[src/hdl/lkv_pkg.sv]
// ----------------------------------------------------------------------------
// lkv_pkg
// Shared types and codes for the LRU key-value cache.
// ----------------------------------------------------------------------------
package lkv_pkg;

  // Request command codes
  typedef enum logic [0:0] {
    CMD_SET = 1'b0,
    CMD_GET = 1'b1
  } lkv_cmd_e;

  // Per-cycle control broadcast from the top level to every cell
  typedef struct packed {
    logic step;       // update the chain this cycle
    logic shift_all;  // every cell takes its neighbor (insert at head)
  } lkv_ctrl_t;

endpackage

[src/hdl/lkv_if.sv]
// ----------------------------------------------------------------------------
// lkv_req_if / lkv_rsp_if
// Valid/ready channels carrying cache requests and results.
// ----------------------------------------------------------------------------
interface lkv_req_if #(
  parameter int KEY_BITS   = 32,
  parameter int VALUE_BITS = 32
);
  logic                  valid;
  logic                  ready;
  logic                  command;
  logic [KEY_BITS-1:0]   key;
  logic [VALUE_BITS-1:0] write_value;

  modport source (output valid, command, key, write_value, input ready);
  modport sink   (input valid, command, key, write_value, output ready);
endinterface

interface lkv_rsp_if #(
  parameter int VALUE_BITS = 32
);
  logic                  valid;
  logic                  ready;
  logic                  hit;
  logic [VALUE_BITS-1:0] read_value;
  logic                  evicted;

  modport source (output valid, hit, read_value, evicted, input ready);
  modport sink   (input valid, hit, read_value, evicted, output ready);
endinterface

[src/hdl/lkv_cell.sv]
// ----------------------------------------------------------------------------
// lkv_cell
// One slot of the recency-ordered chain: compares its key with the request,
// and on a step takes the entry of its more recent neighbor.
// ----------------------------------------------------------------------------
module lkv_cell #(
  parameter int KEY_BITS   = 32,
  parameter int VALUE_BITS = 32
) (
  input  logic                  clk_i,
  input  logic                  rst_ni,
  input  lkv_pkg::lkv_ctrl_t    ctrl_i,
  input  logic [KEY_BITS-1:0]   req_key_i,
  // entry of the more recent neighbor (head entry for the first cell)
  input  logic                  prev_valid_i,
  input  logic [KEY_BITS-1:0]   prev_key_i,
  input  logic [VALUE_BITS-1:0] prev_value_i,
  // own entry, to the less recent neighbor
  output logic                  valid_o,
  output logic [KEY_BITS-1:0]   key_o,
  output logic [VALUE_BITS-1:0] value_o,
  // match seen here or further back in the chain
  input  logic                  below_i,
  output logic                  below_o,
  // hit value gathered along the chain
  input  logic [VALUE_BITS-1:0] acc_i,
  output logic [VALUE_BITS-1:0] acc_o
);
  import lkv_pkg::*;

  logic                  valid_q;
  logic [KEY_BITS-1:0]   key_q;
  logic [VALUE_BITS-1:0] value_q;
  logic                  match;
  logic                  shift_en;

  // Tag compare and chain terms
  assign match    = valid_q && (key_q == req_key_i);
  assign below_o  = match || below_i;
  assign acc_o    = acc_i | (match ? value_q : '0);
  assign shift_en = ctrl_i.step && (ctrl_i.shift_all || below_o);

  // Valid flag
  always_ff @(posedge clk_i or negedge rst_ni) begin
    if (!rst_ni) begin
      valid_q <= 1'b0;
    end else if (shift_en) begin
      valid_q <= prev_valid_i;
    end
  end

  // Payload, no reset
  always_ff @(posedge clk_i) begin
    if (shift_en) begin
      key_q   <= prev_key_i;
      value_q <= prev_value_i;
    end
  end

  assign valid_o = valid_q;
  assign key_o   = key_q;
  assign value_o = value_q;

endmodule

[src/hdl/lru_key_value_cache.sv]
// Datapath: the request register is loaded when a request is accepted, then
//   parallel compare and chain shift fill the result register once it is
//   free or its result is being taken.
// Throughput: one item per cycle while results are taken; the chain of cells
//   is updated once for each set and each get hit; a get miss leaves it as is.
// Reset: asynchronous, active low; clears all entry valid flags and the
//   handshake state. Keys and values are not cleared.
// ----------------------------------------------------------------------------
// lru_key_value_cache
// Fully associative key-value store kept in recency order along a chain of
// cells: the head is most recent, the tail is the replacement victim.
// ----------------------------------------------------------------------------
module lru_key_value_cache #(
  parameter int ENTRIES    = 16,
  parameter int KEY_BITS   = 32,
  parameter int VALUE_BITS = 32
) (
  input  logic clk_i,
  input  logic rst_ni,
  lkv_req_if.sink   req_i,
  lkv_rsp_if.source rsp_o
);
  import lkv_pkg::*;

  // Request register
  logic                  busy_q;
  logic                  cmd_q;
  logic [KEY_BITS-1:0]   key_q;
  logic [VALUE_BITS-1:0] wval_q;

  // Result register
  logic                  out_valid_q;
  logic                  out_hit_q;
  logic [VALUE_BITS-1:0] out_value_q;
  logic                  out_evicted_q;

  logic      proc;
  logic      accept;
  logic      is_get;
  logic      hit;
  lkv_ctrl_t ctrl;

  // Chain wiring: index 0 is the head entry fed into the first cell
  logic                  ch_valid [ENTRIES+1];
  logic [KEY_BITS-1:0]   ch_key   [ENTRIES+1];
  logic [VALUE_BITS-1:0] ch_value [ENTRIES+1];
  logic                  below    [ENTRIES+1];
  logic [VALUE_BITS-1:0] acc      [ENTRIES+1];

  // Handshake
  assign proc        = busy_q && (!out_valid_q || rsp_o.ready);
  assign req_i.ready = !busy_q || proc;
  assign accept      = req_i.valid && req_i.ready;

  always_ff @(posedge clk_i or negedge rst_ni) begin
    if (!rst_ni) begin
      busy_q <= 1'b0;
    end else if (accept) begin
      busy_q <= 1'b1;
    end else if (proc) begin
      busy_q <= 1'b0;
    end
  end

  always_ff @(posedge clk_i) begin
    if (accept) begin
      cmd_q  <= req_i.command;
      key_q  <= req_i.key;
      wval_q <= req_i.write_value;
    end
  end

  // Lookup result and chain control
  assign is_get         = (cmd_q == CMD_GET);
  assign hit            = below[0];
  assign ctrl.step      = proc && (hit || !is_get);
  assign ctrl.shift_all = !hit;

  // Head entry: the touched or newly inserted pair
  assign ch_valid[0]      = 1'b1;
  assign ch_key[0]        = key_q;
  assign ch_value[0]      = is_get ? acc[ENTRIES] : wval_q;
  assign acc[0]           = '0;
  assign below[ENTRIES]   = 1'b0;

  for (genvar i = 0; i < ENTRIES; i++) begin : g_cell
    lkv_cell #(
      .KEY_BITS  (KEY_BITS),
      .VALUE_BITS(VALUE_BITS)
    ) u_cell (
      .clk_i       (clk_i),
      .rst_ni      (rst_ni),
      .ctrl_i      (ctrl),
      .req_key_i   (key_q),
      .prev_valid_i(ch_valid[i]),
      .prev_key_i  (ch_key[i]),
      .prev_value_i(ch_value[i]),
      .valid_o     (ch_valid[i+1]),
      .key_o       (ch_key[i+1]),
      .value_o     (ch_value[i+1]),
      .below_i     (below[i+1]),
      .below_o     (below[i]),
      .acc_i       (acc[i]),
      .acc_o       (acc[i+1])
    );
  end

  // Result register
  always_ff @(posedge clk_i or negedge rst_ni) begin
    if (!rst_ni) begin
      out_valid_q <= 1'b0;
    end else if (proc) begin
      out_valid_q <= 1'b1;
    end else if (rsp_o.ready) begin
      out_valid_q <= 1'b0;
    end
  end

  always_ff @(posedge clk_i) begin
    if (proc) begin
      out_hit_q     <= hit;
      out_value_q   <= (is_get && hit) ? acc[ENTRIES] : '0;
      out_evicted_q <= !is_get && !hit && ch_valid[ENTRIES];
    end
  end

  assign rsp_o.valid      = out_valid_q;
  assign rsp_o.hit        = out_hit_q;
  assign rsp_o.read_value = out_value_q;
  assign rsp_o.evicted    = out_evicted_q;

endmodule

[src/flat_wrapper.sv]
// flat-port wrapper written by rule: the top's interface ports become plain ports
module lru_key_value_cache_flat import lkv_pkg::*;
#(
  parameter int ENTRIES    = 16,
  parameter int KEY_BITS   = 32,
  parameter int VALUE_BITS = 32
)
  (clk_i, rst_ni, req_i_valid, req_i_command, req_i_key, req_i_write_value, req_i_ready, rsp_o_valid, rsp_o_hit, rsp_o_read_value, rsp_o_evicted, rsp_o_ready);
  lkv_req_if #(.KEY_BITS(KEY_BITS), .VALUE_BITS(VALUE_BITS)) req_i_i ();
  lkv_rsp_if #(.VALUE_BITS(VALUE_BITS)) rsp_o_i ();
  input  logic clk_i;
  input  logic rst_ni;
  input wire logic [$bits(req_i_i.valid)-1:0] req_i_valid;
  input wire logic [$bits(req_i_i.command)-1:0] req_i_command;
  input wire logic [$bits(req_i_i.key)-1:0] req_i_key;
  input wire logic [$bits(req_i_i.write_value)-1:0] req_i_write_value;
  output wire logic [$bits(req_i_i.ready)-1:0] req_i_ready;
  output wire logic [$bits(rsp_o_i.valid)-1:0] rsp_o_valid;
  output wire logic [$bits(rsp_o_i.hit)-1:0] rsp_o_hit;
  output wire logic [$bits(rsp_o_i.read_value)-1:0] rsp_o_read_value;
  output wire logic [$bits(rsp_o_i.evicted)-1:0] rsp_o_evicted;
  input wire logic [$bits(rsp_o_i.ready)-1:0] rsp_o_ready;
  assign req_i_i.valid = req_i_valid;
  assign req_i_i.command = req_i_command;
  assign req_i_i.key = req_i_key;
  assign req_i_i.write_value = req_i_write_value;
  assign req_i_ready = req_i_i.ready;
  assign rsp_o_valid = rsp_o_i.valid;
  assign rsp_o_hit = rsp_o_i.hit;
  assign rsp_o_read_value = rsp_o_i.read_value;
  assign rsp_o_evicted = rsp_o_i.evicted;
  assign rsp_o_i.ready = rsp_o_ready;
  lru_key_value_cache #(.ENTRIES(ENTRIES), .KEY_BITS(KEY_BITS), .VALUE_BITS(VALUE_BITS)) u_core (.clk_i(clk_i), .rst_ni(rst_ni), .req_i(req_i_i), .rsp_o(rsp_o_i));
endmodule
[config.mk]
export PLATFORM = sky130hd
export DESIGN_NAME = lru_key_value_cache_flat
export DESIGN_NICKNAME = d
export VERILOG_FILES = /design/src/hdl/lkv_pkg.sv /design/src/hdl/lkv_if.sv /design/src/hdl/lkv_cell.sv /design/src/hdl/lru_key_value_cache.sv /design/src/flat_wrapper.sv
export SDC_FILE = /design/constraint.sdc
export NUM_CORES = 1
export LEC_CHECK = 0
export ABC_CLOCK_PERIOD_IN_PS = 6300
export BUFFER_PORTS_ARGS = -buffer_cell sky130_fd_sc_hd__buf_2
export CAP_MARGIN = 20
export CORE_MARGIN = 8
export CORE_UTILIZATION = 56
export CTS_CLUSTER_DIAMETER = 30
export CTS_CLUSTER_SIZE = 25
export DETAILED_ROUTE_END_ITERATION = 8
export PLACE_DENSITY = 0.75
export SYNTH_ARGS = -nofsm -noshare
export SYNTH_HDL_FRONTEND = slang
export SYNTH_SLANG_ARGS = --single-unit
[constraint.sdc]
create_clock -name clk_i -period 6.3 [get_ports clk_i]
set_clock_uncertainty 0.1 [all_clocks]
set_input_delay 0.63 -clock clk_i [delete_from_list [all_inputs] [get_ports clk_i]]
set_output_delay 0.63 -clock clk_i [all_outputs]
set_load 0.05 [all_outputs]
==> impl_metrics.toml <==
[status]
status = "finished clean"

[route]
vias_per_cell = 6.35
first_pass_iters = 6
drc = 0
wl_um = 119000
vias = 25200
ant_nets = 0
drt_iter0_drc = 3169
wl_per_cell_um = 29.9

[worst_setup_path]
start_kind = "register"
endpoint_kind = "register"
timing.rr.start = "u_core.key_q[20]"
path_common_cell = "buf_4"
reg2reg_slack_ns = 1.12
cp.arrival_ns = 5.56
cpMaxStageDelayCell = "edfxtp_1"
critPathRequiredTime_ns = 6.68
crit_fanout = 33
r2r.worst_path.cells = 9
regToRegEndpoint = "u_core.g_cell[1].u_cell.value_o[23]"
cp_cell_sequence = "xor2_1, nor4_1, nand4_1, nor4_4, buf_4, nor2_1, nor3_1, a21oi_4, buf_4"
path_class = "reg2reg"
crit_path_max_incr_delay_ns = 1.08

[synth]
synth_area_sq_um = 43700
ys_seq_elements = 1141
yosys.area_share.simple = 0.0409
avgSynthCellArea_sq_um = 18.0
ys_async_sr_fraction = 0.0158
yosys_warnings = 0
synthXorXnorAreaFrac = 0.102
ys.flop_type = "edfxtp_1"
syn_nets = 2497
synth_edf_count = 1123
netlist_instances = 2428
ys_seq_area_frac = 0.782
yosysUniqueCellTypes = 43
synth_top_family_by_area = "XOR/XNOR gates"
muxShareOfSynthArea = 0.00387
synth_fa_ha_area_frac = 0
synth-compound-area-share = 0.0584

[clock_tree]
clkSinkCount = 1141
cts_resized = 0
clockBufferDepth = 3
cts_tree = "done"
clk_latency_ns = 0.76
h-tree-depth = 4
clk_pin_slew_ns = 0.06
cts_buffers = 187
post_cts_buffers = 0
root_buffer = "clkbuf_16"

[floorplanning]
initial_core_util = 0.565
core_region_area_sq_um = 77300
row_count = 102
dieArea_sq_um = 87200
die_height_um = 295
die_w_um = 295
ioPinCount = 105

[timing]
min_period_over_period = 0.822
clock.fmax_mhz = 193
hold_viol = 0
slew_violations = 0
worst_slew_pin_slew_ns = 1.17
period_needed_ns = 5.18
setup_viol = 0
setup_tns_ns = 0
rsz0062_at_grt = "no"
relSlewSlack = 0.223

[job]
max-cap-violations = 0

[hold_path]
min_path_cells = 3
hold_class = "in2reg"
min_from = "rsp_o_ready"
hold_path_end = "u_core.rsp_o.valid"

[global_routing]
grt_max_degree = 66
track_usage = 0.269
antenna_found_initial = 0
overflow = 0
grt_pass1_vias = 26600
grt_pass1_wl_um = 172000

[place]
place_hpwl_um = 69500
port_buffers = 104
gp_congestion = 0.903
placed_cell_area_sq_um = 46100

[finish]
drive_gt1_frac = 0.195
layout_commonest_cell = "edfxtp_1"
utilization = 0.690
syn_to_final_growth_pct = 22.1
nets = 2830
seq_area_sq_um = 34200
antennaDiodeCount = 0
most-common-layout-cells = "edfxtp_1 (1123), xor2_1 (447), clkbuf_16 (187), a22oi_1 (166), nor4_1 (109)"
fin_area_sq_um = 53300
fill_cells = 4730
multiInputGateArea_sq_um = 9200

[power_and_ir_drop]
powerDensity_nw_per_um2 = 384
max-vdd-ir-drop_v = 0.000280
leakage_nw = 18.4
-- cells by family (layout without fill, tap and decap cells) --
| kind of cell | count (synthesis) | count (layout) |
|---|---|---|
| AOI/OAI and AO/OA | 328 | 328 |
| xor gates and xnor gates | 509 | 509 |
| buffers and inverters | 127 | 625 |
| DFF | 1141 | 1141 |
| muxes | 15 | 15 |
| and+or+nand+nor | 308 | 308 |
-- per-layer routing --
metal	GRT usage	part of all wire
met5	0	0
met4	0.129	0.049
met3	0.0688	0.11
met2	0.451	0.49
met1	0.328	0.35
-- worst max-delay path, delay by kind of cell, from the launching register on --
kind | cells | cell delay, ns
and+or+nand+nor | 5 | 1.94
AOI/OAI and AO/OA | 1 | 0.44
DFF | 1 | 1.08
xor gates and xnor gates | 1 | 0.35
buffers and inverters | 2 | 0.95
-- sequential cells by signal, indices dropped and copies added (netlist names) --
name,flops
u_core.wval_q,32
u_core.g_cell.u_cell.key_o,512
u_core.busy_q,1
u_core.rsp_o.hit,1
u_core.rsp_o.read_value,32
u_core.g_cell.u_cell.valid_o,16
u_core.key_q,32
u_core.cmd_q,1
u_core.g_cell.u_cell.value_o,512
u_core.rsp_o.evicted,1
u_core.rsp_o.valid,1
-- final cells by class --
class / instances / area share
clock buffer: 208 / 0.0902
clock inverter: 146 / 0.0315
inverter: 6 / 0.000422
multi-input combinational: 1160 / 0.172
sequential: 1141 / 0.641
tap: 1040 / 0.0244
timing repair buffer: 265 / 0.0403
-- synth_stat cells, types with 2 or more instances --
library cell	n	area, sq um
dfrtp_1	18	450
mux2_1	3	33.8
nor4_2	4	50.1
a31oi_1	17	106
and2_1	3	18.8
edfxtp_1	1123	33700
a41oi_1	6	52.6
clkbuf_1	67	251
a22oi_1	166	1250
a221oi_1	44	385
and3_1	2	12.5
a21o_1	32	240
a21oi_1	10	50.1
o21a_2	2	17.5
nor4_1	110	688
mux2_2	12	135
xor2_1	447	3920
xnor2_1	62	543
and4_1	19	166
nand3_1	15	75.1
nand4_1	37	231
a22o_1	46	403
nor2b_1	2	12.5
nand2_1	50	188
buf_2	50	250
nor2_1	20	75.1
nand2b_1	4	25.0
or2_2	2	12.5
buf_1	3	11.3
nor3_1	34	170
inv_1	6	22.5
-- where the power goes --
group	internal (mW)	leakage [nW]	switching, mW
Sequential	8.83	10.7	0.331
Combinational	0.312	4.61	0.634
Clock	6.46	3.11	3.92
-- worst max-delay path by stage --
stage                      from                             endpoint  slack [ns]  cells after the start
5_1_grt        u_core.key_q[20]  u_core.g_cell[1].u_cell.value_o[23]        1.14                      9
3_3_place_gp   u_core.key_q[21]  u_core.g_cell[1].u_cell.value_o[10]        1.41                     10
4_1_cts        u_core.key_q[20]  u_core.g_cell[1].u_cell.value_o[23]        1.28                      9
3_5_place_dp   u_core.key_q[20]  u_core.g_cell[1].u_cell.value_o[10]        1.39                      9
2_1_floorplan  u_core.key_q[26]      u_core.g_cell[3].u_cell.valid_o        0.03                     10
6_report       u_core.key_q[20]  u_core.g_cell[1].u_cell.value_o[23]        1.12                      9
-- per-stage QoR --
stage	total power, mW	setup slack (ns)	instances	hold WS (ns)
finish	20.5	1.12	3966	0.0976
global route	20.9	1.14	3966	0.101
CTS	20.5	1.28	3964	0.0499
detailed placement	10.2	1.39	3543	0.335
global placement	10.1	1.41	3540	0.328
floorplan	9.71	0.0257	2428	0.234
-- timing repair --
action	CTS	global route
setup endpoints to repair	0	0
endpoints found under the hold margin	84	0
hold buffers	67	0
Note: power is estimated with default switching activity, not from simulation.
